<file path="src/sv/sbc_ram.sv">
// Generic single write port, single read port RAM with registered read.
// No dependencies.
`timescale 1ns / 1ps
module sbc_ram #(
    parameter int WIDTH = 8,
    parameter int DEPTH = 16,
    parameter int AW    = (DEPTH > 1) ? $clog2(DEPTH) : 1
) (
    input  logic             aclk,
    input  logic             we,
    input  logic [AW-1:0]    waddr,
    input  logic [WIDTH-1:0] wdata,
    input  logic [AW-1:0]    raddr,
    output logic [WIDTH-1:0] rdata
);

    logic [WIDTH-1:0] mem [DEPTH];

    // Write and registered read
    always_ff @(posedge aclk) begin
        if (we) begin
            mem[waddr] <= wdata;
        end
        rdata <= mem[raddr];
    end

endmodule

</file>
<file path="config.mk">
export PLATFORM = sky130hd
export DESIGN_NAME = sbc_ram
export DESIGN_NICKNAME = d
export VERILOG_FILES = /design/src/sv/sbc_ram.sv
export SDC_FILE = /design/constraint.sdc
export NUM_CORES = 1
export LEC_CHECK = 0
export BUFFER_PORTS_ARGS = -buffer_cell sky130_fd_sc_hd__buf_2
export CELL_PAD_IN_SITES_DETAIL_PLACEMENT = 0
export CELL_PAD_IN_SITES_GLOBAL_PLACEMENT = 2
export CORE_MARGIN = 3
export CORE_UTILIZATION = 48
export CTS_BUF_LIST = sky130_fd_sc_hd__clkbuf_8 sky130_fd_sc_hd__clkbuf_16
export DETAILED_ROUTE_END_ITERATION = 6
export GPL_TIMING_DRIVEN = 0
export PLACE_DENSITY = 0.87
export SYNTH_ARGS = -nofsm -noshare
export SYNTH_HDL_FRONTEND = slang
export SYNTH_SLANG_ARGS = --single-unit
export TNS_END_PERCENT = 5
</file>
<file path="constraint.sdc">
create_clock -name aclk -period 2.2 [get_ports aclk]
set_input_delay 0.44 -clock aclk [delete_from_list [all_inputs] [get_ports aclk]]
set_output_delay 0.44 -clock aclk [all_outputs]
set_load 0.01 [all_outputs]
</file>
==> impl_results.md, run 1 <==
* # nets final at 290
* Avg Cell Area, Syn at 22.5 µm²
* Post-synth top area share at 0.747
* Reg-to-reg slack, setup at 0.79 ns
* CP Class: input port to flip-flop
* Cts bufs inserted at 17
* Clock Sinks at 136
* CP bufs+invs at 1
* PortBufs at 24
* Synth unique cells at 19
* Fin cells at 421
* DRC Markers at 0
* Post-CTS Hold Buffers at 0
* Maximum clock rate at 513 MHz
* Fin. Hold Viols at 0
* Final wirelength at 9420 µm
* Vias in the first global route at 2339
* RSZ-0062 raised after global routing: false
* Total track usage at 0.174
* Post-synth net total at 247
* Most common cell after layout, fill and taps aside: edfxtp_1
* Max IR drop VDD at 456 µV
* Sequential area share after synthesis at 0.778
* CTS tree: yes
* Initial Util at 0.496
* Layout cells sized above 1 at 0.274
* Reg2reg start: mem[6][2]
* Drt first-iter violations at 209
* Max-slew violations at 0
* Delay-heaviest family, CP: simple AND/OR/NAND/NOR gates
* Slowest CP cell: nor3_1
* Pwr/cell area at 956 nW/µm²
* Maximum Capacitance Violations at 0
* Hold Crit Class: input port to flip-flop
* First-pass GRT wire length at 14200 µm
* Crit-path cells: buf_2, or3b_2, nor3_1
* Worst slew margin at 0.145
* Setup Viol. Count Final at 0
* Min Tclk post-route at 1.95 ns
* Area contributors post-synth: edfxtp_1 75%, mux4_2 7.9%, mux4_1 7.1%
* Worst Clk Skew at 0.00874 ns
* Largest net degree at the start of global routing at 17
* Die area at 12000 µm²
* Number of synthesis warnings at 0
* Drt wl/cell at 22.4 µm
* Clock-pin slew on the worst setup and hold paths at 0.06 ns
* Resized cells post-CTS at 0
* Worst flop-to-flop path endpoint: rdata[2]
* DR vias at 2333
* Synth area leader: edfxtp_1
* Post-DP HPWL at 5990 µm
* Worst-path maximum fanout at 8
* Post-route ant nets at 0
* Worst Hold Path Cells at 1
* Period utilisation layout at 0.886
* Crit path launch type: input port
* Critical Path RT at 2.31 ns
* CORE AREA at 10400 µm²
* Status: completed
* Antenna violations before repair at 0
* Worst setup EP type: flip-flop
* Routed vias/inst at 5.54
* Lkg Pwr at 2.04 nW
* Final hold slack at 0.330 ns
* Clk Latency, worst-skew pair at 0.51 ns
* WHS Endpoint: mem[1][0]
* Setup bufs post-CTS at 0
* Most frequent cells in the layout: 128 x edfxtp_1, 27 x buf_2, 18 x mux4_2, 16 x a22oi_1, 16 x clkbuf_16
* Drt pass-1 iters at 4
* Post-synthesis register bit count at 136
* N_diodes at 0
* Layout area overhead at 16.3%
* Die width at 110 µm
* Synth Cell Area at 5150 µm²
* Worst slew pin tran at 1.27 ns
* Gr ovfl total at 0
* Crit path DAT at 2.06 ns
* Syn Inst Count at 229
* Reg2reg path depth at 3
* GP Congestion at 0.722
* Min-delay src: wdata[0]
* Max clock buf depth at 2
* IO Count at 26
* Row count at 37
* DIE HEIGHT at 110 µm
* CP peak stage delay at 0.98 ns
* Placed Cells at 389
* H-tree Lvls at 4
* Root buf cell: clkbuf_8
==> cell usage after synthesis <==
cell type          n
edfxtp_1         128
mux4_2            18
a22oi_1           16
mux4_1            14
nor2_1            13
nand2_1            9
dfxtp_1            8
nor3_1             4
buf_2              3
buf_6              3
clkdlybuf4s25_2    3
nand2b_1           2
nand3b_1           2
and2_1             1
and2b_1            1
buf_4              1
nand3_1            1
nor2b_1            1
or3b_2             1
==> metal layers <==
metal	global-route usage	part of all wire	vias up
li1	-	-	1057
met1	0.238	0.42	1188
met2	0.265	0.49	84
met3	0.0658	0.082	4
met4	0.0516	0.0056	0
met5	0	0	-
==> state kept, by name, summed over array words and instances (netlist names) <==
name,flops
rdata,8
mem,128
==> report_power, final <==
part | leakage, nW | internal, mW | switching, mW
Clock | 0.300 | 1.61 | 0.919
Sequential | 1.22 | 2.90 | 0.0129
Combinational | 0.515 | 0.115 | 0.163
==> stage by stage <==
step                 util  setup TNS (ns)  cell area [µm²]  setup slack, ns  power [mW]
finish              0.577               0             5990            0.251        5.72
global route        0.577               0             5990            0.136        5.91
CTS                 0.577               0             5990            0.229        5.76
detailed placement  0.524           -2.91             5440           -0.312        3.25
global placement    0.524           -2.70             5440           -0.309        3.23
floorplan               -               0             5150            0.267        3.12
==> cells by family after synthesis <==
| kind of cell | after synthesis | share of synthesized area |
|---|---|---|
| flip-flops | 136 | 0.778 |
| AO/OA/AOI/OAI | 16 | 0.0233 |
| multiplexers | 32 | 0.150 |
| AND/OR/NAND/NOR | 35 | 0.0318 |
| buffers and inverters | 10 | 0.0168 |
==> cell type report <==
type,count,area [µm²]
Buffer,10,86.3
Tap cell,136,170
Sequential cell,136,4000
Clock buffer,22,483
Fill cell,768,4380
Multi-Input combinational cell,83,1060
Clock inverter,10,66.3
Timing Repair Buffer,24,120
==> worst max path at each step <==
stage,start,endpoint,cells past startpoint
after detailed placement,waddr[2],mem[0][7],3
after global placement,waddr[2],mem[0][7],3
final,waddr[2],mem[0][3],3
after CTS,waddr[2],mem[0][4],3
after floorplan,waddr[2],mem[0][0],2
after global routing,waddr[2],mem[0][4],3
Power figures use the tool's default switching activity.
==> run 2, diff against run 1 <==
--- a/config.mk
+++ b/config.mk
@@ -13,7 +13,7 @@
 export CTS_BUF_LIST = sky130_fd_sc_hd__clkbuf_8 sky130_fd_sc_hd__clkbuf_16
 export DETAILED_ROUTE_END_ITERATION = 6
 export GPL_TIMING_DRIVEN = 0
-export PLACE_DENSITY = 0.87
+export PLACE_DENSITY = 0.86
 export SYNTH_ARGS = -nofsm -noshare
 export SYNTH_HDL_FRONTEND = slang
 export SYNTH_SLANG_ARGS = --single-unit
==> impl_results.md, run 2 (synthesis results as in run 1) <==
* Resized cells post-CTS at 0 (unchanged)
* Antenna violations before repair at 0 (unchanged)
* Worst setup margin at 0.185 ns (-0.0660 ns)
* Worst-path maximum fanout at 8 (unchanged)
* DIE HEIGHT at 110 µm (unchanged)
* Worst flop-to-flop path endpoint: rdata[4]
* Cts bufs inserted at 17 (unchanged)
* Delay-heaviest family, CP: simple AND/OR/NAND/NOR gates
* Min Tclk post-route at 2.01 ns (+0.0660 ns)
* Drt first-iter violations at 167 (-20%)
* Most common cell after layout, fill and taps aside: edfxtp_1
* Reg-to-reg slack, setup at 0.74 ns (-0.05 ns)
* # nets final at 290 (unchanged)
* Most frequent cells in the layout: 128 x edfxtp_1, 27 x buf_2, 18 x mux4_2, 16 x a22oi_1, 16 x clkbuf_16
* Cell count along the critical path at 3 (unchanged)
* Worst slew margin at 0.102 (-0.0431)
* DRC Markers at 0 (unchanged)
* CP Class: input port to flip-flop
* CP peak stage delay at 1.03 ns (+0.05 ns)
* Pwr/cell area at 979 nW/µm² (+2.5%)
* Maximum clock rate at 496 MHz (-3.3%)
* Setup TNS at 0 ns (unchanged)
* Lkg Pwr at 2.02 nW (-1.1%)
* Layout area overhead at 16.8%
* Crit-path cells: buf_2, or3b_2, nor3_1
* Fillers at 772 (+0.52%)
* Worst setup EP type: flip-flop
* Post-DP HPWL at 5990 µm (about the same)
* Clk Latency, worst-skew pair at 0.50 ns (about the same)
* Worst slew pin tran at 1.34 ns (+0.0642 ns)
* Max reg flops at 128 (unchanged)
* Slowest CP cell: nor3_1
* CP bufs+invs at 1 (unchanged)
* Fin cells at 420 (-0.24%)
* Status: completed
* N_diodes at 0 (unchanged)
* Setup crit end: mem[0][7]
* Fin. Hold Viols at 0 (unchanged)
* Routed vias/inst at 5.69 (+2.7%)
* Hold Crit Class: input port to flip-flop
* PortBufs at 24 (unchanged)
* Crit path from: waddr[2]
* First-pass GRT wire length at 14200 µm (-0.15%)
* Biggest regs: mem x128, rdata x8
* Die area at 12000 µm² (unchanged)
* CORE AREA at 10400 µm² (unchanged)
* Most flops, register: mem
* Row count at 37 (unchanged)
* Max-slew violations at 0 (unchanged)
* Final wirelength at 9570 µm (+1.6%)
* RSZ-0062 raised after global routing: false
* Largest net degree at the start of global routing at 17 (unchanged)
* Total track usage at 0.175 (+0.000817)
* Crit path DAT at 2.13 ns (+0.07 ns)
* Setup bufs post-CTS at 0 (unchanged)
* Core Util, Final at 0.580 (+0.00265)
* Place WS at -0.269 ns (+0.0428 ns)
* Maximum Capacitance Violations at 0 (unchanged)
* CTS tree: yes
* Gr ovfl total at 0 (unchanged)
* Root buf cell: clkbuf_8
* Critical Path RT at 2.31 ns (about the same)
* Layout cells sized above 1 at 0.289 (+0.0150)
* Setup Viol. Count Final at 0 (unchanged)
* Clock-pin slew on the worst setup and hold paths at 0.06 ns (about the same)
* Post-route ant nets at 0 (unchanged)
* Initial Util at 0.496 (unchanged)
* Max IR drop VDD at 548 µV (+20%)
* Clock Sinks at 136 (unchanged)
* Period utilisation layout at 0.916 (+0.0300)
* DR vias at 2390 (+2.4%)
* Crit path launch type: input port
* H-tree Lvls at 4 (unchanged)
* Vias in the first global route at 2317 (-0.94%)
* Max clock buf depth at 2 (unchanged)
* Drt pass-1 iters at 5 (+1)
* Drt wl/cell at 22.8 µm (+1.8%)
* Reg2reg start: mem[0][4]
* Die width at 110 µm (unchanged)
* Reg2reg path depth at 3 (unchanged)
* GP Congestion at 0.725 (+0.46%)
* Worst Clk Skew at 0.00721 ns (-0.00153 ns)
* IO Count at 26 (unchanged)
* Placed Cells at 389 (unchanged)
* Post-CTS Hold Buffers at 0 (unchanged)
[run 2: cell count changes in the layout (fill, tap and decap cells not counted), sizes merged]
cell | previous run | this run
clkinv | 2 | 8
inv | 7 | 1
clkbuf | 22 | 17
bufinv | 1 | 3
clkinvlp | 0 | 2
[run 2: power by group]
part           internal, mW  switching, mW
clock network          1.70          0.994
registers              2.90         0.0131
logic                 0.115          0.166
[run 2: metrics by stage]
step                      hold slack [ns]  area, µm²  power [mW]
after floorplan                     0.539       5150        3.12
after global placement              0.657       5440        3.23
after detailed placement            0.668       5440        3.25
after CTS                           0.323       6010        5.92
after global routing                0.324       6010        6.05
final                               0.334       6010        5.89
[run 2: worst min-delay path by stage]
stage          cells past startpoint       start  slack [ns]         to
2_1_floorplan                      0    wdata[0]        0.54  mem[0][0]
3_3_place_gp                       3  mem[11][1]        0.66   rdata[1]
3_5_place_dp                       3  mem[11][3]        0.67   rdata[3]
4_1_cts                            1    wdata[6]        0.32  mem[4][6]
5_1_grt                            1    wdata[6]        0.32  mem[7][6]
6_report                           1    wdata[6]        0.33  mem[4][6]
[run 2: metal layers]
metal	GRT usage	wire [µm]	up-vias
met5	0	0	-
met4	0.0703	179	0
met2	0.266	4610	102
met1	0.250	4200	1212
li1	-	-	1063
met3	0.0388	588	13
[run 2: final cells by class]
class / instances / area (µm²) / share of cell area
Buffer: 10 / 86.3 / 0.0144
Sequential cell: 136 / 4000 / 0.666
Multi-Input combinational cell: 83 / 1060 / 0.177
Clock inverter: 14 / 158 / 0.0262
Clock buffer: 17 / 414 / 0.0689
Tap cell: 136 / 170 / 0.0283
Timing Repair Buffer: 24 / 120 / 0.0200
