`src/sv/sbc_pkg.sv`:
```
// Shared types and constants for the stack byte code core.
// Used by sbc_alu and stack_bytecode_core; no dependencies.
`timescale 1ns / 1ps
package sbc_pkg;

    // Default sizes
    localparam int MEM_DEPTH_DEF   = 256;
    localparam int STACK_DEPTH_DEF = 64;
    localparam int CODE_DEPTH_DEF  = 1024;

    // Field widths
    localparam int CMD_W    = 2;
    localparam int CADDR_W  = 10;
    localparam int BYTE_W   = 8;
    localparam int WORD_W   = 64;
    localparam int STATUS_W = 3;
    localparam int PC_OUT_W = 11;
    localparam int SP_OUT_W = 7;

    // Commands
    localparam logic [1:0] CMD_WRITE   = 2'd0;
    localparam logic [1:0] CMD_EXEC    = 2'd1;
    localparam logic [1:0] CMD_RESTART = 2'd2;

    // Status codes
    localparam logic [2:0] ST_RUN   = 3'd0;
    localparam logic [2:0] ST_HALT  = 3'd1;
    localparam logic [2:0] ST_OVF   = 3'd2;
    localparam logic [2:0] ST_UNF   = 3'd3;
    localparam logic [2:0] ST_DIV0  = 3'd4;
    localparam logic [2:0] ST_RANGE = 3'd5;
    localparam logic [2:0] ST_BADOP = 3'd6;
    localparam logic [2:0] ST_END   = 3'd7;

    // Opcodes
    localparam logic [7:0] OP_PUSH  = 8'h01;
    localparam logic [7:0] OP_POP   = 8'h02;
    localparam logic [7:0] OP_ADD   = 8'h03;
    localparam logic [7:0] OP_SUB   = 8'h04;
    localparam logic [7:0] OP_MUL   = 8'h05;
    localparam logic [7:0] OP_LOAD  = 8'h06;
    localparam logic [7:0] OP_STORE = 8'h07;
    localparam logic [7:0] OP_PRINT = 8'h08;
    localparam logic [7:0] OP_HALT  = 8'h09;
    localparam logic [7:0] OP_CALLB = 8'h0A;
    localparam logic [7:0] OP_DUP   = 8'h0B;
    localparam logic [7:0] OP_SWAP  = 8'h0C;
    localparam logic [7:0] OP_JMP   = 8'h0D;
    localparam logic [7:0] OP_JZ    = 8'h0E;
    localparam logic [7:0] OP_NEG   = 8'h0F;
    localparam logic [7:0] OP_MOD   = 8'h10;

    // Shared arithmetic unit operations
    localparam logic [1:0] ALU_ADD = 2'd0;
    localparam logic [1:0] ALU_SUB = 2'd1;
    localparam logic [1:0] ALU_MUL = 2'd2;
    localparam logic [1:0] ALU_MOD = 2'd3;

    typedef struct packed {
        logic       start;
        logic [1:0] op;
    } alu_req_t;

endpackage

```
`src/sv/sbc_alu.sv`:
```
// Shared 64-bit arithmetic unit: add/sub, 64-step shift-add
// multiply and restoring truncating remainder. Depends on sbc_pkg.
`timescale 1ns / 1ps
module sbc_alu (
    input  logic             aclk,
    input  logic             aresetn,
    input  sbc_pkg::alu_req_t req,
    input  logic [63:0]      a,
    input  logic [63:0]      b,
    output logic             done,
    output logic [63:0]      result
);

    logic        busy_reg, busy_next;
    logic        done_reg, done_next;
    logic [6:0]  cnt_reg, cnt_next;
    logic [1:0]  op_reg, op_next;
    logic        neg_reg, neg_next;
    logic [63:0] acc_reg, acc_next;
    logic [63:0] x_reg, x_next;
    logic [63:0] y_reg, y_next;
    logic [64:0] trial;
    logic [64:0] diff;

    // Remainder step: shift in next dividend bit, subtract when it fits
    assign trial = {acc_reg, x_reg[63]};
    assign diff  = trial - {1'b0, y_reg};

    always_comb begin
        busy_next = busy_reg;
        done_next = 1'b0;
        cnt_next  = cnt_reg;
        op_next   = op_reg;
        neg_next  = neg_reg;
        acc_next  = acc_reg;
        x_next    = x_reg;
        y_next    = y_reg;
        if (req.start) begin
            op_next  = req.op;
            neg_next = 1'b0;
            cnt_next = 7'd64;
            case (req.op)
                sbc_pkg::ALU_ADD: begin
                    acc_next  = a + b;
                    done_next = 1'b1;
                end
                sbc_pkg::ALU_SUB: begin
                    acc_next  = a - b;
                    done_next = 1'b1;
                end
                sbc_pkg::ALU_MUL: begin
                    acc_next  = '0;
                    x_next    = a;
                    y_next    = b;
                    busy_next = 1'b1;
                end
                default: begin
                    acc_next  = '0;
                    x_next    = a[63] ? (64'd0 - a) : a;
                    y_next    = b[63] ? (64'd0 - b) : b;
                    neg_next  = a[63];
                    busy_next = 1'b1;
                end
            endcase
        end else if (busy_reg) begin
            // Advance one bit of multiply or remainder
            if (op_reg == sbc_pkg::ALU_MUL) begin
                if (y_reg[0]) begin
                    acc_next = acc_reg + x_reg;
                end
                x_next = {x_reg[62:0], 1'b0};
                y_next = {1'b0, y_reg[63:1]};
            end else begin
                acc_next = diff[64] ? trial[63:0] : diff[63:0];
                x_next   = {x_reg[62:0], 1'b0};
            end
            cnt_next = cnt_reg - 7'd1;
            if (cnt_reg == 7'd1) begin
                busy_next = 1'b0;
                done_next = 1'b1;
            end
        end
    end

    always_ff @(posedge aclk) begin
        if (!aresetn) begin
            busy_reg <= 1'b0;
            done_reg <= 1'b0;
        end else begin
            busy_reg <= busy_next;
            done_reg <= done_next;
        end
        cnt_reg <= cnt_next;
        op_reg  <= op_next;
        neg_reg <= neg_next;
        acc_reg <= acc_next;
        x_reg   <= x_next;
        y_reg   <= y_next;
    end

    // Remainder takes the sign of the dividend
    assign done   = done_reg;
    assign result = neg_reg ? (64'd0 - acc_reg) : acc_reg;

endmodule

```
`config.mk`:
```
export PLATFORM = sky130hd
export DESIGN_NAME = sbc_alu
export DESIGN_NICKNAME = d
export VERILOG_FILES = /design/src/sv/sbc_pkg.sv /design/src/sv/sbc_alu.sv
export SDC_FILE = /design/constraint.sdc
export NUM_CORES = 1
export LEC_CHECK = 0
export BUFFER_PORTS_ARGS = -buffer_cell sky130_fd_sc_hd__buf_4
export CAP_MARGIN = 20
export CORE_ASPECT_RATIO = 1.25
export CORE_MARGIN = 3
export CORE_UTILIZATION = 60
export DETAILED_ROUTE_END_ITERATION = 8
export HOLD_SLACK_MARGIN = 0.06
export PLACE_DENSITY = 0.8
export SYNTH_ARGS = -nofsm -noshare
export SYNTH_HDL_FRONTEND = slang
export SYNTH_SLANG_ARGS = --single-unit
```
`constraint.sdc`:
```
create_clock -name aclk -period 13 [get_ports aclk]
set_input_delay 2.6 -clock aclk [delete_from_list [all_inputs] [get_ports aclk]]
set_output_delay 2.6 -clock aclk [all_outputs]
set_load 0.01 [all_outputs]
```
==> flow_summary_export.csv, run 1 <==
group,metric,value,unit
job,maxCapViolCount,0,
power,intPower,2.56,mW
floorplanning,fp.dieH,234,um
hold_path,hp-class,"flip-flop to flip-flop",
synth,synthAdderAreaFrac,0.101,
power,power.clock.fraction,0.153,
synth,syn_nets,3582,
cells_and_area,final_util,0.683,
floorplanning,io_pins,198,
synth,synthFlopType,"edfxtp_1",
sta,fmax,0.110,GHz
synth,synth_cells,3250,
routing,via_per_inst,6.80,
worst_setup_path,cp_max_fo,7,
clocking,worstSkewPairLatency,570,ps
routing,drc,0,
sta,whs,497,ps
cells_and_area,synthToLayoutAreaGrowth,11.1,%
routing,dr.pass1.iters,9,
clocking,cts_sinks,204,
power,power_frac_comb,0.626,
run_status,outcome,"finished, final reports clean",
clocking,numCtsBuffers,27,
global_routing,grt_max_degree,123,
synth,synth-xor-area-share,0.151,
synth,yosysWarnings,0,
routing,drtIter0Drc,3012,
synth,ys_seq_area_frac,0.242,
global_routing,track_usage,0.433,
synth,synth_simple_gate_area_frac,0.193,
clocking,cts_tree,"built",
power,finalPower,5.05,mW
worst_setup_path,critPathArrivalTime,9370,ps
cells_and_area,nets,3675,
cells_and_area,layout.cells.non_filler,3909,
cells_and_area,antenna_cells,0,
sta,tns,0,ps
power,p_seq_frac,0.221,
cells_and_area,drive_above_1_share,0.0922,
sta,timing.final.hold_violations,0,
clocking,holdBufCountCts,0,
global_routing,grt_pass1_wl,147000,um
synth,synth_area,0.0249,sq mm
place,dp_hpwl,75300,um
routing,vias,26579,
floorplanning,rows,82,
worst_setup_path,critPathCaptureType,"flip-flop",
floorplanning,coreArea,0.0405,sq mm
clocking,clock_path_buffers,3,
synth,async_flop_share,0,
place,io_buffer_count,197,
clocking,cts_root_buf,"clkbuf_16",
worst_setup_path,critPathLaunchType,"primary input",
clocking,h-tree-depth,1,
worst_setup_path,crit_type,"primary input to flip-flop",
synth,ys_ff_latch,204,
routing,wire_per_inst,25.4,um
place,place_inst,3857,
global_routing,grt_overflow,0,
synth,synth_top_family_by_area,"compound AO/OA/AOI/OAI gates",
clocking,post_cts_resized,0,
sta,max_slew_margin,0.170,
synth,syn_area_per_cell,7.67,sq um
power,vdd_drop_max,0.152,mV
sta,drv_slew,0,
routing,antenna_left,0,
synth,synth.distinct_cells,71,
sta,clock-skew-final,13.7,ps
worst_setup_path,worstPathRequired,13280,ps
power,cellPowerDensity,183,mW/mm^2
routing,routed_wl,99200,um
power,p_sw_frac,0.493,
floorplanning,die_x,188,um
sta,setup_viol,0,
sta,final.min_clock_period,9090,ps
synth,synth-edff-count,195,
synth,synth_compound_area_frac,0.262,
clocking,postCtsSetupRepairBufs,0,
floorplanning,initial_core_util,0.615,
global_routing,grt_pass1_vias,25422,
synth,synth_mux_area_frac,0.00778,
sta,rsz0062_at_grt,"false",
global_routing,grt_antenna_before_repair,0,
sta,fin_crit_sh,0.699,
sta,tightest_slew,1240,ps
power,p_leak,11.3,nW
floorplanning,die_area,0.0440,sq mm
clocking,cts.clk_slew.worst_paths,60,ps
power,switching_power,2.49,mW
place,place.gp.congestion,1.10,
cells_and_area,nFillCells,3441,
-- cells in the mapped netlist (9+ instances only) --
master    number  share of area
nand3_1       43         0.0086
and2_1        21         0.0053
edfxtp_1     195           0.23
clkbuf_1     160          0.024
and3_1        21         0.0053
nand2_1      297          0.045
o21a_1        22         0.0066
a31oi_1       38         0.0095
o21bai_1      32         0.0096
a21oi_1      401          0.081
o221ai_1      12         0.0042
o211ai_1      32         0.0096
o21ai_0      247          0.050
o22ai_1       17         0.0043
nand4_1       51          0.013
nand2b_1      41          0.010
xnor2_1      263          0.092
a22oi_1       22         0.0066
nor2b_1       21         0.0053
a21o_1        98          0.030
nor4_1        26         0.0065
nor3_1        64          0.013
ha_1         196          0.098
o31ai_1       49          0.015
mux2_2        11         0.0050
or4_1         23         0.0069
dfxtp_1        9         0.0072
xor2_1       166          0.058
inv_1        122          0.018
o41ai_1       15         0.0053
a211oi_1      16         0.0048
nor2_1       352          0.053
a21boi_0      14         0.0042
or3_1         42          0.011
-- layout make-up --
cell class                 count  area (sq um)  area share
sequential                   204          6040       0.218
timing repair buffer         231          1760      0.0636
multi-input combinational   2757         17800       0.645
clock inverter                12          70.1     0.00253
tap                          546           683      0.0247
inverter                     122           458      0.0165
clock buffer                  37           830      0.0300
-- through the flow --
| stage | setup slack, ps | cell area (sq um) |
|---|---|---|
| 2_1_floorplan | 3140 | 24900 |
| 3_3_place_gp | 3910 | 26700 |
| 3_5_place_dp | 3700 | 26700 |
| 4_1_cts | 4260 | 27600 |
| 5_1_grt | 3660 | 27700 |
| 6_report | 3910 | 27700 |
-- layer usage --
layer  vias up  part of all wire  global-route usage
met4         0              0.11               0.385
met3       452             0.092              0.0740
met1     12366              0.35               0.497
met2      1738              0.45               0.697
met5         -                 0                   0
li1      12023                 -                   -
-- power groups by stage --
stage	registers, mW	logic, mW	clock network [mW]
floorplan	1.02	2.16	0
global placement	1.11	3.00	0
detailed placement	1.12	3.05	0
CTS	1.10	3.07	0.769
global route	1.12	3.41	0.797
finish	1.12	3.16	0.772
-- worst max-delay path, cell delays in order --
cell and delay (ps):
buf_4 120, inv_1 60, ha_1 210, or3b_2 480
or4_1 510, or3_1 480, nor2b_1 150, buf_4 210
nand4bb_1 330, or3_1 450, nor3_1 230, nor2_1 80
xnor2_1 150, ha_1 350, inv_1 120, nor2_1 320
and4_1 270, a31oi_1 190, o31ai_1 820, a211o_1 250
nand3_1 100, o21ai_0 560, xnor2_1 190, o221ai_1 140
-- cell usage in the layout (no fill, tap or decap), types with 49 or more instances in the layout --
cell type    n
a21o_1      98
ha_1       196
xnor2_1    262
inv_1      122
o31ai_1     49
nand4_1     51
nor3_1      64
xor2_1     166
nor2_1     351
buf_4      227
nand2_1    296
o21ai_0    246
edfxtp_1   195
a21oi_1    401
-- cells by family after synthesis --
logic type                 count (synthesis)
DFF                                      204
buffers and inverters                    289
AOI/OAI and AO/OA                       1077
and+or+nand+nor                         1034
adders and majority gates                199
xor gates and xnor gates                 429
muxes                                     18
-- path summary, 6_finish.rpt --
check                           startpoint          end  slack, ps  depth (start not counted)
worst max-delay path                  b[1]  acc_reg[63]       3910                         24
worst min-delay path            cnt_reg[0]   cnt_reg[0]        500                          2
worst max register to register  acc_reg[0]  acc_reg[58]       7680                         15
worst min register to register  cnt_reg[0]   cnt_reg[0]        500                          2
No activity file was read; power rests on OpenSTA's default activity.
==> inputs of run 2 (changes only) <==
clock period = 8.7 ns   (was 13 ns; I/O delays follow)
==> flow_summary_export.csv, run 2 (synthesis results as in run 1) <==
group,metric,value,unit
worst_setup_path,critPathCaptureType,"flip-flop",
sta,final.min_clock_period,7700,ps
power,switching_power,3.72,mW
power,cellPowerDensity,270,mW/mm^2
cells_and_area,drive_above_1_share,0.0899,
global_routing,grt_pass1_vias,25610,
power,power.clock.fraction,0.137,
worst_setup_path,critPathArrivalTime,8010,ps
sta,setup_viol,0,
sta,fmax,0.130,GHz
clocking,cts.clk_slew.worst_paths,60,ps
power,p_leak,11.3,nW
clocking,worstSkewPairLatency,580,ps
clocking,h-tree-depth,1,
global_routing,grt_pass1_wl,147000,um
clocking,postCtsSetupRepairBufs,0,
global_routing,track_usage,0.432,
cells_and_area,mostFrequentLayoutCell,"a21oi_1",
floorplanning,io_pins,198,
sta,drv_slew,0,
routing,routed_wl,99300,um
floorplanning,die_x,188,um
worst_setup_path,path_buf_inv,5,
power,p_sw_frac,0.500,
sta,rsz0062_at_grt,"false",
global_routing,met2_usage,0.679,
floorplanning,rows,82,
clocking,numCtsBuffers,24,
global_routing,grt_util_met1,0.489,
routing,antenna_left,0,
routing,vias,26630,
worst_setup_path,critPathMostFrequentCell,"buf_4",
global_routing,grt_antenna_before_repair,1,
sta,tightest_slew,1280,ps
clocking,cts_sinks,204,
worst_setup_path,crit_type,"primary input to flip-flop",
place,dp_hpwl,75300,um
place,io_buffer_count,197,
global_routing,top_usage_layer,"met2",
cells_and_area,synthToLayoutAreaGrowth,10.6,%
global_routing,grt_max_degree,165,
clocking,cts_tree,"built",
worst_setup_path,worstPathRequired,9010,ps
worst_setup_path,cpPeakStageDelay,530,ps
global_routing,use_met3,0.0778,
clocking,holdBufCountCts,0,
worst_setup_path,cp_max_fo,10,
power,power_frac_comb,0.639,
floorplanning,die_area,0.0440,sq mm
sta,tns,0,ps
routing,dr.pass1.iters,6,
clocking,clock_path_buffers,3,
sta,max_slew_margin,0.147,
cells_and_area,layout.cells.non_filler,3905,
clocking,cts_root_buf,"clkbuf_16",
place,place_inst,3863,
floorplanning,coreArea,0.0405,sq mm
routing,drtIter0Drc,3043,
sta,timing.final.hold_violations,0,
routing,via_per_inst,6.82,
power,p_seq_frac,0.224,
global_routing,grt_overflow,0,
place,place.gp.congestion,1.16,
power,vdd_drop_max,0.168,mV
routing,wire_per_inst,25.4,um
run_status,outcome,"finished, final reports clean",
floorplanning,fp.dieH,234,um
worst_setup_path,critPathLaunchType,"primary input",
sta,setup_ws,998,ps
worst_setup_path,slowest_stage,"or4_1",
clocking,post_cts_resized,0,
routing,drc,0,
job,maxCapViolCount,0,
power,intPower,3.72,mW
sta,fin_crit_sh,0.885,
place,dpl_worst_slack,602,ps
cells_and_area,mostFrequentLayoutCells,"a21oi_1, nor2_1, nand2_1",
worst_setup_path,path_delay_family,"simple AND/OR/NAND/NOR gates",
floorplanning,initial_core_util,0.615,
cells_and_area,nets,3675,
hold_path,hp-class,"flip-flop to flip-flop",
sta,clock-skew-final,17.9,ps
cells_and_area,antenna_cells,0,
sta,whs,499,ps
[run 2: per-layer routing]
| metal | up-vias | routed length [um] |
|---|---|---|
| met1 | 12303 | 34300 |
| met2 | 1802 | 43200 |
| met4 | 2 | 11900 |
| li1 | 11991 | - |
| met5 | - | 13 |
| met3 | 532 | 9950 |
[run 2: power by group through the flow]
| stage | combinational (mW) | sequential [mW] | clock [mW] |
|---|---|---|---|
| 6_report | 4.75 | 1.67 | 1.02 |
| 5_1_grt | 5.10 | 1.68 | 1.05 |
| 4_1_cts | 4.60 | 1.65 | 1.02 |
| 3_5_place_dp | 4.56 | 1.67 | 0 |
| 3_3_place_gp | 4.48 | 1.66 | 0 |
| 2_1_floorplan | 3.23 | 1.53 | 0 |
[run 2: final timing paths]
path                                 start          end  slack, ps  cells past startpoint
worst min register to register  cnt_reg[0]   cnt_reg[0]        500                      2
worst max register to register  acc_reg[0]  acc_reg[60]       3420                     15
worst max-delay path                  b[1]  acc_reg[58]       1000                     26
worst min-delay path            cnt_reg[0]   cnt_reg[0]        500                      2
[run 2: final cells by class]
| type | count | area [sq um] |
|---|---|---|
| clock buffers | 30 | 644 |
| clock inverters | 12 | 91.3 |
| fillers | 3485 | 13000 |
| inverters | 122 | 458 |
| multi-input cells | 2757 | 17800 |
| flip-flops and latches | 204 | 6040 |
| well taps | 546 | 683 |
| repair buffers | 234 | 1800 |
[run 2: metrics by stage]
step | utilization | total power [mW] | cell area, sq um
6_report | 0.680 | 7.44 | 27600
5_1_grt | 0.680 | 7.82 | 27600
4_1_cts | 0.680 | 7.27 | 27600
3_5_place_dp | 0.662 | 6.23 | 26800
3_3_place_gp | 0.661 | 6.14 | 26800
2_1_floorplan | - | 4.76 | 24900
[run 2: worst register-to-register path: stages (launching register included)]
cell	delay, ps
edfxtp_1	470
ha_1	270
inv_1	70
fa_1	400
nor2b_1	180
o31a_1	210
o31a_1	290
a21boi_0	230
o31a_1	410
o21a_1	270
o21ai_0	810
a311oi_1	360
o41ai_1	570
xnor2_1	180
a21oi_1	110
o21a_1	210
